### src/hmtc_pkg.sv
package hmtc_pkg;

  localparam int MaxDeltaBytes = 4;
  localparam int DCntW = (MaxDeltaBytes > 1) ? $clog2(MaxDeltaBytes) : 1;
  localparam int NumW = $clog2(MaxDeltaBytes + 1);
  localparam int GrpDepth = (MaxDeltaBytes > 1) ? MaxDeltaBytes - 1 : 1;

  localparam logic [7:0] MetaByte = 8'hFF;
  localparam logic [7:0] EndOfTrack = 8'h2F;
  localparam logic [3:0] HiProgChange = 4'hC;
  localparam logic [3:0] HiChanPress = 4'hD;
  localparam logic [3:0] HiSystem = 4'hF;

  typedef enum logic [5:0] {
    PhDelta    = 6'b000001,
    PhEvent    = 6'b000010,
    PhMetaType = 6'b000100,
    PhMetaLen  = 6'b001000,
    PhMetaBody = 6'b010000,
    PhChan     = 6'b100000
  } phase_e;

  typedef enum logic [2:0] {
    StOk        = 3'd0,
    StEnd       = 3'd1,
    StBadStatus = 3'd2,
    StDeltaLong = 3'd3,
    StSystem    = 3'd4,
    StTrunc     = 3'd5
  } status_e;

  typedef struct packed {
    logic [7:0] data;
    logic       start;
    logic       last;
  } beat_t;

  typedef struct packed {
    logic [NumW-1:0]                num;
    logic [MaxDeltaBytes-1:0][7:0] data;
    status_e                        code;
  } result_t;

endpackage

### src/hmtc_parser.sv
module hmtc_parser (
  input  logic             clk_i,
  input  logic             rst_ni,
  input  logic             take_i,
  input  hmtc_pkg::beat_t  beat_i,
  output hmtc_pkg::result_t res_o
);
  import hmtc_pkg::*;

  phase_e           phase_q, phase_d;
  logic [DCntW-1:0] cnt_q, cnt_d;
  logic [7:0]       last_status_q, last_status_d;
  logic [7:0]       rem_q, rem_d;
  logic             meta_end_q, meta_end_d;
  logic             halted_q, halted_d;
  logic [6:0]       groups_q [GrpDepth];
  logic             shift_en;

  phase_e           ph;
  logic [DCntW-1:0] cnt;
  logic [7:0]       ls;
  logic [7:0]       rem;
  logic             meta_end;
  logic             halt;
  logic [7:0]       b;
  logic             done;
  logic             meta_done;
  status_e          code;
  result_t          res;

  always_comb begin
    b        = beat_i.data;
    ph       = beat_i.start ? PhDelta : phase_q;
    cnt      = beat_i.start ? '0 : cnt_q;
    ls       = beat_i.start ? 8'h00 : last_status_q;
    rem      = beat_i.start ? 8'h00 : rem_q;
    meta_end = beat_i.start ? 1'b0 : meta_end_q;
    halt     = beat_i.start ? 1'b0 : halted_q;

    phase_d       = ph;
    cnt_d         = cnt;
    last_status_d = ls;
    rem_d         = rem;
    meta_end_d    = meta_end;
    halted_d      = halt;
    shift_en      = 1'b0;

    res       = '0;
    code      = StOk;
    done      = 1'b0;
    meta_done = 1'b0;

    if (!halt) begin
      case (ph)
        PhDelta: begin
          if (b[7]) begin
            res.data[0] = {cnt != '0, b[6:0]};
            for (int j = 1; j < MaxDeltaBytes; j++) begin
              res.data[j] = {DCntW'(j) < cnt, groups_q[j-1]};
            end
            res.num = NumW'(cnt) + NumW'(1);
            cnt_d   = '0;
            phase_d = PhEvent;
          end else if (cnt >= DCntW'(MaxDeltaBytes - 1)) begin
            code = StDeltaLong;
          end else begin
            shift_en = 1'b1;
            cnt_d    = cnt + DCntW'(1);
          end
        end
        PhEvent: begin
          if (b == MetaByte) begin
            res.data[0] = b;
            res.num     = NumW'(1);
            phase_d     = PhMetaType;
          end else if (!b[7]) begin
            code = StBadStatus;
          end else if (b[7:4] == HiSystem) begin
            code = StSystem;
          end else begin
            if (b != ls) begin
              res.data[0] = b;
              res.num     = NumW'(1);
            end
            last_status_d = b;
            rem_d = (b[7:4] == HiProgChange || b[7:4] == HiChanPress) ? 8'd1 : 8'd2;
            phase_d = PhChan;
          end
        end
        PhMetaType: begin
          res.data[0] = b;
          res.num     = NumW'(1);
          meta_end_d  = (b == EndOfTrack);
          phase_d     = PhMetaLen;
        end
        PhMetaLen: begin
          res.data[0] = b;
          res.num     = NumW'(1);
          rem_d       = b;
          if (b == 8'h00) begin
            done      = 1'b1;
            meta_done = 1'b1;
          end else begin
            phase_d = PhMetaBody;
          end
        end
        PhMetaBody, PhChan: begin
          res.data[0] = b;
          res.num     = NumW'(1);
          if (rem <= 8'd1) begin
            rem_d     = 8'h00;
            done      = 1'b1;
            meta_done = (ph == PhMetaBody);
          end else begin
            rem_d = rem - 8'd1;
          end
        end
        default: begin
          phase_d = PhDelta;
          cnt_d   = '0;
        end
      endcase

      if (done) begin
        phase_d = PhDelta;
        if (meta_done && meta_end) begin
          code     = StEnd;
          halted_d = 1'b1;
        end
        meta_end_d = 1'b0;
      end
      if (beat_i.last) begin
        if (!done && code == StOk) begin
          code = StTrunc;
        end
        halted_d = 1'b1;
      end
      if (code inside {StBadStatus, StDeltaLong, StSystem, StTrunc}) begin
        halted_d = 1'b1;
        res.num  = NumW'(1);
        res.data = '0;
      end
    end
    res.code = code;
  end

  assign res_o = res;

  always_ff @(posedge clk_i or negedge rst_ni) begin
    if (!rst_ni) begin
      phase_q       <= PhDelta;
      cnt_q         <= '0;
      last_status_q <= 8'h00;
      rem_q         <= 8'h00;
      meta_end_q    <= 1'b0;
      halted_q      <= 1'b0;
    end else if (take_i) begin
      phase_q       <= phase_d;
      cnt_q         <= cnt_d;
      last_status_q <= last_status_d;
      rem_q         <= rem_d;
      meta_end_q    <= meta_end_d;
      halted_q      <= halted_d;
    end
  end

  // newest group sits at the head, so it leaves first
  always_ff @(posedge clk_i) begin
    if (take_i && shift_en) begin
      groups_q[0] <= b[6:0];
      for (int k = 1; k < GrpDepth; k++) begin
        groups_q[k] <= groups_q[k-1];
      end
    end
  end

  a_halt_silent: assert property (@(posedge clk_i) disable iff (!rst_ni)
    take_i && halted_q && !beat_i.start |-> res_o.num == '0)
    else $error("halted parser produced results");

  a_err_single: assert property (@(posedge clk_i) disable iff (!rst_ni)
    take_i && res_o.code != StOk && res_o.code != StEnd
      |-> res_o.num == NumW'(1) && res_o.data[0] == 8'h00)
    else $error("error result is not a single zero beat");

  a_cnt_range: assert property (@(posedge clk_i) disable iff (!rst_ni)
    cnt_q <= DCntW'(MaxDeltaBytes - 1))
    else $error("delta count out of range");

endmodule

### src/hmtc_burst.sv
module hmtc_burst (
  input  logic              clk_i,
  input  logic              rst_ni,
  input  logic              load_i,
  input  hmtc_pkg::result_t res_i,
  output logic              free_o,
  output logic              out_valid_o,
  input  logic              out_ready_i,
  output logic [7:0]        out_byte_o,
  output logic              out_last_o,
  output logic [2:0]        status_o
);
  import hmtc_pkg::*;

  logic [NumW-1:0] cnt_q;
  logic [7:0]      data_q [MaxDeltaBytes];
  status_e         code_q;
  logic            pop;

  assign out_valid_o = (cnt_q != '0);
  assign pop         = out_valid_o && out_ready_i;
  assign free_o      = (cnt_q == '0) || (cnt_q == NumW'(1) && out_ready_i);
  assign out_byte_o  = data_q[0];
  assign out_last_o  = (cnt_q == NumW'(1));
  assign status_o    = out_last_o ? code_q : StOk;

  always_ff @(posedge clk_i or negedge rst_ni) begin
    if (!rst_ni) begin
      cnt_q <= '0;
    end else if (load_i) begin
      cnt_q <= res_i.num;
    end else if (pop) begin
      cnt_q <= cnt_q - NumW'(1);
    end
  end

  always_ff @(posedge clk_i) begin
    if (load_i) begin
      for (int k = 0; k < MaxDeltaBytes; k++) begin
        data_q[k] <= res_i.data[k];
      end
      code_q <= res_i.code;
    end else if (pop) begin
      for (int k = 0; k < MaxDeltaBytes - 1; k++) begin
        data_q[k] <= data_q[k+1];
      end
    end
  end

  a_status_last: assert property (@(posedge clk_i) disable iff (!rst_ni)
    out_valid_o && status_o != StOk |-> out_last_o)
    else $error("status on a non-final beat");

  a_cnt_bound: assert property (@(posedge clk_i) disable iff (!rst_ni)
    cnt_q <= NumW'(MaxDeltaBytes))
    else $error("burst count overflow");

  a_no_overrun: assert property (@(posedge clk_i) disable iff (!rst_ni)
    load_i && res_i.num != '0 |-> cnt_q == '0 || (cnt_q == NumW'(1) && pop))
    else $error("burst loaded over pending beats");

endmodule

### src/hmp_to_midi_track_converter.sv
// hmp track to midi track byte converter
// input channel: one hmp track byte per beat on in_byte_i, with track_start_i
//   on the first byte of a track and track_last_i on its final byte
// output channel: midi track bytes on out_byte_o; out_last_o marks the last
//   beat caused by one input byte, status_o carries a code on that beat only
// path: each byte enters the input register, then its beats the burst register
// throughput: one input byte per cycle while each byte yields at most one
//   beat and the receiver is ready; a delta terminator yields up to four
//   beats, one per ready cycle from the burst register, while input waits
// bytes with no beat (delta groups, halted stream) go one per cycle once none are pending
// reset: parser returns to expecting a delta, running status cleared, no
//   beats pending; track_start_i clears the parser the same way for a new track
// receiver stall: the pending beat holds, one more input byte is taken into
//   the input register, then in_ready_o drops
module hmp_to_midi_track_converter (
  input  logic       clk_i,
  input  logic       rst_ni,
  input  logic       in_valid_i,
  output logic       in_ready_o,
  input  logic [7:0] in_byte_i,
  input  logic       track_start_i,
  input  logic       track_last_i,
  output logic       out_valid_o,
  input  logic       out_ready_i,
  output logic [7:0] out_byte_o,
  output logic       out_last_o,
  output logic [2:0] status_o
);
  import hmtc_pkg::*;

  logic    s1_valid_q;
  beat_t   s1_beat_q;
  logic    free;
  logic    advance;
  result_t res;

  assign advance    = s1_valid_q && free;
  assign in_ready_o = !s1_valid_q || free;

  always_ff @(posedge clk_i or negedge rst_ni) begin
    if (!rst_ni) begin
      s1_valid_q <= 1'b0;
    end else if (in_valid_i && in_ready_o) begin
      s1_valid_q <= 1'b1;
    end else if (advance) begin
      s1_valid_q <= 1'b0;
    end
  end

  always_ff @(posedge clk_i) begin
    if (in_valid_i && in_ready_o) begin
      s1_beat_q <= '{data: in_byte_i, start: track_start_i, last: track_last_i};
    end
  end

  hmtc_parser u_parser (
    .clk_i  (clk_i),
    .rst_ni (rst_ni),
    .take_i (advance),
    .beat_i (s1_beat_q),
    .res_o  (res)
  );

  hmtc_burst u_burst (
    .clk_i       (clk_i),
    .rst_ni      (rst_ni),
    .load_i      (advance),
    .res_i       (res),
    .free_o      (free),
    .out_valid_o (out_valid_o),
    .out_ready_i (out_ready_i),
    .out_byte_o  (out_byte_o),
    .out_last_o  (out_last_o),
    .status_o    (status_o)
  );

endmodule

### config.mk
export PLATFORM = sky130hd
export DESIGN_NAME = hmp_to_midi_track_converter
export DESIGN_NICKNAME = d
export VERILOG_FILES = /design/src/hmtc_pkg.sv /design/src/hmtc_parser.sv /design/src/hmtc_burst.sv /design/src/hmp_to_midi_track_converter.sv
export SDC_FILE = /design/constraint.sdc
export NUM_CORES = 1
export LEC_CHECK = 0
export BUFFER_PORTS_ARGS = -buffer_cell sky130_fd_sc_hd__buf_2
export CELL_PAD_IN_SITES_DETAIL_PLACEMENT = 1
export CELL_PAD_IN_SITES_GLOBAL_PLACEMENT = 2
export CORE_MARGIN = 5
export CORE_UTILIZATION = 36
export DETAILED_ROUTE_END_ITERATION = 16
export PLACE_DENSITY = 0.75
export SYNTH_ARGS = -nofsm -noshare
export SYNTH_HDL_FRONTEND = slang
export SYNTH_SLANG_ARGS = --single-unit
### constraint.sdc
create_clock -name clk_i -period 3.33 [get_ports clk_i]
set_input_delay 0.4995 -clock clk_i [delete_from_list [all_inputs] [get_ports clk_i]]
set_output_delay 0.4995 -clock clk_i [all_outputs]
set_load 0.02 [all_outputs]
==> out/results.ini, run 1 <==
[outcome]
status = complete, no violations

[setup_path]
critPathSlowestCell = or4b_1
worst-path-buf-inv = 0
path_delay_family = simple AND/OR/NAND/NOR gates
r2r_setup_slack_ns = 0.44
endpoint_kind = register
critical_path.cell_chain = or4_4, nor4_4, a211oi_2, or4b_1, o31ai_1
worstPathArrival_ns = 3.06
worst-setup-path-type = reg -> reg
cp-start-kind = register
crit_fanout = 9
critical_path_required_ns = 3.50
cpPeakStageDelay_ns = 0.73

[min_path]
hold_class = in -> async

[layout]
utilization = 0.420
n_antenna_cell = 0
mostFrequentLayoutCells = nand2_1 (65), edfxtp_1 (65), nor2_1 (33)
fill_cells = 1455
stdcell_count = 669
synthToLayoutAreaGrowth_pct = 15.2
final_cell_area_sq_um = 5520
drive_above_1_share = 0.160
fin_nets = 511

[sta]
tightest_slew_ns = 0.810
max_freq_ghz = 0.346
worst_slew_margin_rel = 0.460
hold_violations = 0
setup_tns_ns = 0
finalCriticalPeriod_ns = 2.89
slew_violations = 0
rsz0062_at_grt = false
fin_crit_sh = 0.867
setup_viol = 0
final.setup_skew_ns = 0.0145

[detailed_routing]
vias_per_cell = 5.54
drt-met1-wl_um = 6230
wl_per_cell_um = 20.2
drtIter0Drc = 297
vias = 3705
drc_errors = 0
wirelength_um = 13500
firstDrtPassIters = 4
met3_length_um = 690
drtAntennaViolNets = 0
wl_met2_um = 6430
highest_layer = met4

[floorplan]
start_util = 0.365
pin_count = 28
fp.dieArea_sq_um = 15700
rows = 42
die_h_um = 125
core_area_sq_um = 13100
die_w_um = 125

[clock_tree]
cts_root_buf = clkbuf_16
clk_pin_slew_ns = 0.07
numCtsBuffers = 9
cts_tree = yes
cts_max_path_buffers = 2
post_cts_resized = 0
clk_latency_ns = 0.36
cts.sink_count = 95
htree_num_levels = 3
cts_setup_buffers = 0
hold_buffers = 0

[global_route]
antenna_found_initial = 0
overflow = 0
track_usage = 0.179
grt_pass1_wl_um = 22100
grt_pass1_vias = 3804
grt_max_degree = 31

[power_and_ir_drop]
ir_worst_vdd_mv = 0.230
p_per_area_nw_per_um2 = 829
leakage_nw = 2.21
finalPower_mw = 4.58

[logic_synthesis]
synth_flop_cell = edfxtp_1
syn_inst = 452
synth_area_per_cell_sq_um = 10.6
ys_warn_count = 0
async_flop_share = 0.316
netlist_area_sq_um = 4790
ys_types = 62
synth_seq_area_share = 0.564
ys_ff_latch = 95
mappedNetlistNets = 475
synth-edff-count = 65

[placement]
port_buffers = 27
routabilityCongestion = 0.852
place_inst = 653
place_hpwl_um = 9480
placed_cell_area_sq_um = 5220

[run]
cap_violations = 0

-- area by class of cell --
cell class,count,area [sq um],area share
sequential,95,2700,0.490
multi-input combinational,322,1960,0.355
timing repair buffer,47,285,0.0517
clock buffer,10,229,0.0415
tap,176,220,0.0399
clock inverter,6,76.3,0.0138
inverter,13,48.8,0.00884
-- worst register-to-register path, delay by kind of cell (launching register included) --
family	cells	cell delay [ns]
compound gates	2	0.48
flops	1	0.54
simple gates	3	1.70
-- final timing paths --
path	start	endpoint	depth (start not counted)
min in group clk_i	in_byte_i[6]	s1_beat_q[8]$_DFFE_PP_	1
max in group asynchronous	rst_ni	u_parser.last_status_q[2]$_DFFE_PN0P_	1
setup / recovery	s1_beat_q[2]$_DFFE_PP_	u_burst.data_q[0][3]$_DFFE_PP_	5
hold reg to reg	u_parser.groups_q[0][2]$_DFFE_PP_	u_parser.groups_q[0][9]$_DFFE_PP_	0
setup reg to reg	s1_beat_q[2]$_DFFE_PP_	u_burst.data_q[0][3]$_DFFE_PP_	5
hold / removal	rst_ni	u_burst.cnt_q[2]$_DFFE_PN0P_	1
-- routing by layer --
| metal | GRT usage | vias up |
|---|---|---|
| met5 | 0 | - |
| met4 | 0.0631 | 0 |
| met3 | 0.0384 | 14 |
| met2 | 0.282 | 89 |
| met1 | 0.244 | 1852 |
| li1 | - | 1750 |
-- metrics by stage --
stage                     worst slack [ns]  hold WS [ns]
after floorplan                      0.160         0.204
after global placement               0.556         0.432
after detailed placement             0.425         0.436
after CTS                            0.410         0.261
after global routing                 0.258         0.312
final                                0.443         0.232
-- report_power, final --
part	internal [mW]	switching [mW]
sequential	1.68	0.209
combinational	0.531	1.09
clock	0.598	0.480
-- cell usage after synthesis, types with 2 or more instances --
cell type   n  area, sq um
o21ai_1    11         55.1
or4b_1      2         20.0
xnor2_1     5         43.8
buf_2       3         15.0
a211oi_1    2         15.0
nand3_1    26          130
a21oi_1    24          120
o41ai_2     2         32.5
dfrtp_1    29          726
o211ai_1    3         22.5
nor3_1      3         15.0
inv_1      12         45.0
edfxtp_1   65         1950
or4_4       2         22.5
nand2b_1    3         18.8
o31ai_1     6         45.0
a22oi_1     4         30.0
o22ai_1     5         31.3
nor3b_1     3         22.5
nor4_1      4         25.0
ha_1        9          113
nand4_1     2         12.5
or2_2       3         18.8
and2_1     12         75.1
nor2_1     34          128
a22o_1      8         70.1
nor4b_1     5         43.8
o22a_1      2         17.5
and3_1      4         25.0
nor4bb_1    2         20.0
nor2b_1     4         25.0
or3_1       2         12.5
o21a_1      3         22.5
a32oi_1     2         17.5
o311ai_0    2         17.5
a221oi_1    2         17.5
clkbuf_1   18         67.6
a31oi_1     7         43.8
xor2_1      3         26.3
nor4_2      2         25.0
o21ai_0    22          110
a21o_1      6         45.0
nand2_1    65          244
-- logic make-up after synthesis --
group | after synthesis | synth area share
flops | 95 | 0.564
mux | 1 | 0.00235
simple gates | 181 | 0.193
compound gates | 123 | 0.173
fa+ha+maj | 9 | 0.0235
xor+xnor | 8 | 0.0146
buf+inv | 35 | 0.0297
-- registers in the layout, indices dropped and copies added (netlist names) --
name                    count
s1_beat_q                  10
s1_valid_q                  1
u_burst.cnt_q               3
u_burst.code_q              3
u_burst.data_q             31
u_parser.cnt_q              2
u_parser.groups_q          21
u_parser.halted_q           1
u_parser.last_status_q      8
u_parser.meta_end_q         1
u_parser.phase_q            6
u_parser.rem_q              8
Power figures use the tool's default switching activity.
==> inputs of run 2 (changes only) <==
==> constraint.sdc (replaced) <==
create_clock -name clk_i -period 3.33 [get_ports clk_i]
set_input_delay 0.666 -clock clk_i [delete_from_list [all_inputs] [get_ports clk_i]]
set_output_delay 0.666 -clock clk_i [all_outputs]
set_load 0.02 [all_outputs]
==> run 2 against run 1 <==
- non-clock buffer count fell by 1
- final area barely moved
- die area did not move
- combinational power barely moved
- power rose by 0.71%
- first-iteration DRC count fell by 15%
- utilization barely moved
- clock power barely moved
==> out/results.ini, run 2 (synthesis gave the netlist of run 1 again) <==
[outcome]
status = complete, no violations

[power_and_ir_drop]
switching_share = 0.392
ir_worst_vdd_mv = 0.286
intPower_mw = 2.81
p_clk_frac = 0.241
share_comb_of_total_power = 0.351
p_sw_mw = 1.81
leakage_nw = 2.21
seqPwrFrac = 0.408
finalPower_mw = 4.61
p_per_area_nw_per_um2 = 836

[clock_tree]
cts_setup_buffers = 0
numCtsBuffers = 9
post_cts_resized = 0
clk_latency_ns = 0.36
cts_max_path_buffers = 2
htree_num_levels = 3
clk_pin_slew_ns = 0.07
cts_root_buf = clkbuf_16
cts.sink_count = 95
hold_buffers = 0
cts_tree = yes

[detailed_routing]
wirelength_um = 14000
drc_errors = 0
vias_per_cell = 5.60
wl_per_cell_um = 20.9
vias = 3743
drtIter0Drc = 252
firstDrtPassIters = 5
drtAntennaViolNets = 0

[floorplan]
die_h_um = 125
core_area_sq_um = 13100
rows = 42
fp.dieArea_sq_um = 15700
pin_count = 28
start_util = 0.365
die_w_um = 125

[layout]
fin_nets = 510
drive_above_1_share = 0.159
largest_register_ffs = 31
n_antenna_cell = 0
utilization = 0.420
fill_cells = 1480
regMostFlops = u_burst.data_q
synthToLayoutAreaGrowth_pct = 15.1
multi_input_area_sq_um = 1960
final_cell_area_sq_um = 5520
seq_area_sq_um = 2700
mostFrequentLayoutCells = nand2_1 (65), edfxtp_1 (65), nor2_1 (33)
reg_top3 = u_burst.data_q: 31 flops, u_parser.groups_q: 21 flops, s1_beat_q: 10 flops
stdcell_count = 668

[sta]
hold_slack_ns = 0.381
fin_crit_sh = 0.877
slew_violations = 0
final.setup_skew_ns = 0.0118
setup_tns_ns = 0
hold_violations = 0
rsz0062_at_grt = false
finalCriticalPeriod_ns = 2.92
setup_viol = 0
worst_slew_margin_rel = 0.484
max_freq_ghz = 0.343
setup_ws_ns = 0.411
tightest_slew_ns = 0.774

[setup_path]
r2r_setup_slack_ns = 0.41
endpoint_kind = register
reg2reg_depth = 5
critPathSlowestCell = or4b_1
cpPeakStageDelay_ns = 0.73
critical_path.cell_chain = or4_4, nor4_4, a211oi_2, or4b_1, o31ai_1
worst-setup-path-type = reg -> reg
critical_path_required_ns = 3.51
crit_fanout = 9
cp-start-kind = register
worstReg2RegStart = s1_beat_q[5]$_DFFE_PP_
worstPathArrival_ns = 3.10
timing.rr.end = u_burst.data_q[0][3]$_DFFE_PP_

[placement]
routabilityCongestion = 0.901
place_hpwl_um = 9620
place_inst = 652
port_buffers = 27
pre_cts_ws_ns = 0.443
placed_cell_area_sq_um = 5210

[min_path]
hold_class = in -> async

[global_route]
track_usage = 0.184
grt_pass1_vias = 3999
grt_pass1_wl_um = 22700
antenna_found_initial = 0
overflow = 0
grt_max_degree = 35

[run]
cap_violations = 0

[run 2: cell types whose count changed in the layout (fill, tap and decap cells not counted), sizes merged]
cell and delta:
buf -1, clkbuf -1, inv +1
[run 2: per-layer routing]
metal	share of wire	up-vias	global-route usage	wire, um
li1	-	1758	-	-
met1	0.47	1881	0.253	6530
met2	0.46	81	0.283	6430
met3	0.040	23	0.0324	563
met4	0.031	0	0.0880	427
met5	0	-	0	0
[run 2: power by group through the flow]
stage,registers (mW),clock network (mW),logic (mW)
2_1_floorplan,1.88,0,1.02
6_report,1.88,1.11,1.62
3_3_place_gp,1.89,0,1.60
5_1_grt,1.92,1.18,1.79
3_5_place_dp,1.91,0,1.63
4_1_cts,1.89,1.13,1.64
[run 2: area by class of cell]
type	instances	area share
tap	176	0.0399
multi-input combinational	322	0.355
clock buffer	9	0.0408
clock inverter	7	0.0154
timing repair buffer	46	0.0503
inverter	13	0.00884
sequential	95	0.490
[run 2: worst max-delay path by stage]
stage / from / to / slack [ns] / cells after the start
finish: s1_beat_q[5]$_DFFE_PP_ / u_burst.data_q[0][3]$_DFFE_PP_ / 0.41 / 5
floorplan: out_ready_i / u_parser.groups_q[0][0]$_DFFE_PP_ / 0.13 / 7
CTS: s1_beat_q[5]$_DFFE_PP_ / u_burst.data_q[0][3]$_DFFE_PP_ / 0.40 / 5
global placement: out_ready_i / u_parser.last_status_q[4]$_DFFE_PN0P_ / 0.52 / 9
global route: s1_beat_q[1]$_DFFE_PP_ / u_burst.data_q[0][7]$_DFFE_PP_ / 0.26 / 5
detailed placement: s1_beat_q[5]$_DFFE_PP_ / u_burst.data_q[0][7]$_DFFE_PP_ / 0.44 / 5
[run 2: critical path: cells and delay by family (launching register included)]
family	cells	cell delay [ns]
compound gates	2	0.49
flops	1	0.57
simple gates	3	1.68
==> inputs of run 3 (changes only) <==
--- a/config.mk
+++ b/config.mk
@@ -12,6 +12,7 @@
 export CORE_UTILIZATION = 36
 export DETAILED_ROUTE_END_ITERATION = 16
 export PLACE_DENSITY = 0.75
+export REMOVE_ABC_BUFFERS = 1
 export SYNTH_ARGS = -nofsm -noshare
 export SYNTH_HDL_FRONTEND = slang
 export SYNTH_SLANG_ARGS = --single-unit
==> run 3 against run 2 <==
- hold slack better by 0.029 ns
- power shrank 3.5%
- register-to-register slack worse by 0.12 ns
- clock skew fell by 0.0041 ns
- sequential share of layout area is 0.48 points higher
- non-clock buffer count down 2
- critical path type unchanged
- largest cell class unchanged
==> out/results.ini, run 3 (synthesis gave the netlist of run 1 again) <==
[outcome]
status = complete, no violations

[setup_path]
path_delay_family = simple AND/OR/NAND/NOR gates
worst-setup-path-type = reg -> reg
reg2reg_depth = 8
crit_fanout = 12
worst-path-buf-inv = 2
worstPathArrival_ns = 3.23
r2r_setup_slack_ns = 0.29
critical_path_required_ns = 3.51
timing.rr.end = u_burst.data_q[0][7]$_DFFE_PP_
cpPeakStageDelay_ns = 0.77
critical_path.cell_chain = inv_1, nand2_1, inv_1, ha_1, o211ai_1, a31oi_1, or4b_1, a221oi_2
critPathSlowestCell = or4b_1
cp-start-kind = register
setup.worst_path.start = s1_beat_q[1]$_DFFE_PP_
crit_path_frequent_cell = inv_1
endpoint_kind = register
worstReg2RegStart = s1_beat_q[1]$_DFFE_PP_

[placement]
port_buffers = 27
placed_cell_area_sq_um = 5190
place_hpwl_um = 9450
place_inst = 650
routabilityCongestion = 0.868

[detailed_routing]
drtAntennaViolNets = 0
drc_errors = 0
wirelength_um = 13500
firstDrtPassIters = 4
vias = 3772
vias_per_cell = 5.66
drtIter0Drc = 215
wl_per_cell_um = 20.3

[sta]
hold_violations = 0
final.setup_skew_ns = 0.00760
setup_viol = 0
fin_crit_sh = 0.914
tightest_slew_ns = 0.810
finalCriticalPeriod_ns = 3.04
slew_violations = 0
worst_slew_margin_rel = 0.460
rsz0062_at_grt = false
max_freq_ghz = 0.329

[layout]
reg_top3 = u_burst.data_q: 31 flops, u_parser.groups_q: 21 flops, s1_beat_q: 10 flops
mostFrequentLayoutCells = nand2_1 (65), edfxtp_1 (65), nor2_1 (34)
regMostFlops = u_burst.data_q
final_cell_area_sq_um = 5470
fin_nets = 508
largest_register_ffs = 31
stdcell_count = 666
n_antenna_cell = 0
drive_above_1_share = 0.151
synthToLayoutAreaGrowth_pct = 14.0

[clock_tree]
numCtsBuffers = 9
cts_tree = yes
clk_pin_slew_ns = 0.07
cts_root_buf = clkbuf_16
cts_max_path_buffers = 2
hold_buffers = 0
cts.sink_count = 95
htree_num_levels = 3
cts_setup_buffers = 0
post_cts_resized = 0
clk_latency_ns = 0.35

[run]
cap_violations = 0

[floorplan]
rows = 42
fp.dieArea_sq_um = 15700
core_area_sq_um = 13100
die_w_um = 125
start_util = 0.365
pin_count = 28
die_h_um = 125

[global_route]
grt_max_degree = 31
antenna_found_initial = 0
overflow = 0
track_usage = 0.175
grt_pass1_vias = 3827
grt_pass1_wl_um = 21600

[power_and_ir_drop]
ir_worst_vdd_mv = 0.293
leakage_nw = 2.17
p_per_area_nw_per_um2 = 814
finalPower_mw = 4.45

[min_path]
hold_class = in -> async

## run 3: cell type report
| cell class | count | area (sq um) |
|---|---|---|
| clock buffer | 11 | 233 |
| clock inverter | 5 | 41.3 |
| fill | 1486 | 7670 |
| inverter | 13 | 48.8 |
| multi-input combinational | 322 | 1960 |
| sequential | 95 | 2700 |
| tap | 176 | 220 |
| timing repair buffer | 44 | 263 |
## run 3: how the worst max path moves through the flow
| stage | endpoint | slack, ns | cells after the start |
|---|---|---|---|
| final | u_burst.data_q[0][7]$_DFFE_PP_ | 0.29 | 8 |
| after global placement | u_burst.data_q[0][7]$_DFFE_PP_ | 0.42 | 5 |
| after CTS | u_burst.data_q[0][7]$_DFFE_PP_ | 0.31 | 8 |
| after global routing | u_burst.data_q[0][4]$_DFFE_PP_ | 0.13 | 8 |
| after detailed placement | u_burst.data_q[0][7]$_DFFE_PP_ | 0.35 | 8 |
| after floorplan | u_burst.cnt_q[2]$_DFFE_PN0P_ | -0.05 | 9 |
## run 3: report_power, final
part / leakage (nW) / switching (mW) / internal [mW]
logic: 1.02 / 1.07 / 0.512
clock network: 0.127 / 0.455 / 0.513
registers: 1.02 / 0.222 / 1.68
total: 2.17 / 1.75 / 2.70
## run 3: metrics by stage
| step | setup slack [ns] | hold slack, ns | util | setup TNS, ns |
|---|---|---|---|---|
| finish | 0.287 | 0.411 | 0.416 | 0 |
| global route | 0.134 | 0.455 | 0.416 | 0 |
| CTS | 0.308 | 0.417 | 0.416 | 0 |
| detailed placement | 0.353 | 0.434 | 0.395 | 0 |
| global placement | 0.416 | 0.430 | 0.395 | 0 |
| floorplan | -0.0454 | 0.370 | - | -0.0454 |
## run 3: worst reg2reg max path, cell delays in order (launching register included)
cell	delay [ns]
edfxtp_1	0.58
inv_1	0.27
nand2_1	0.21
inv_1	0.09
ha_1	0.28
o211ai_1	0.13
a31oi_1	0.22
or4b_1	0.77
a221oi_2	0.34
## run 3: metal layers
metal  share of wire  up-vias  track usage
met1            0.46     1926        0.231
met2            0.48       78        0.282
li1                -     1745            -
met4           0.029        0       0.0810
met3           0.032       23       0.0299
met5               0        -            0
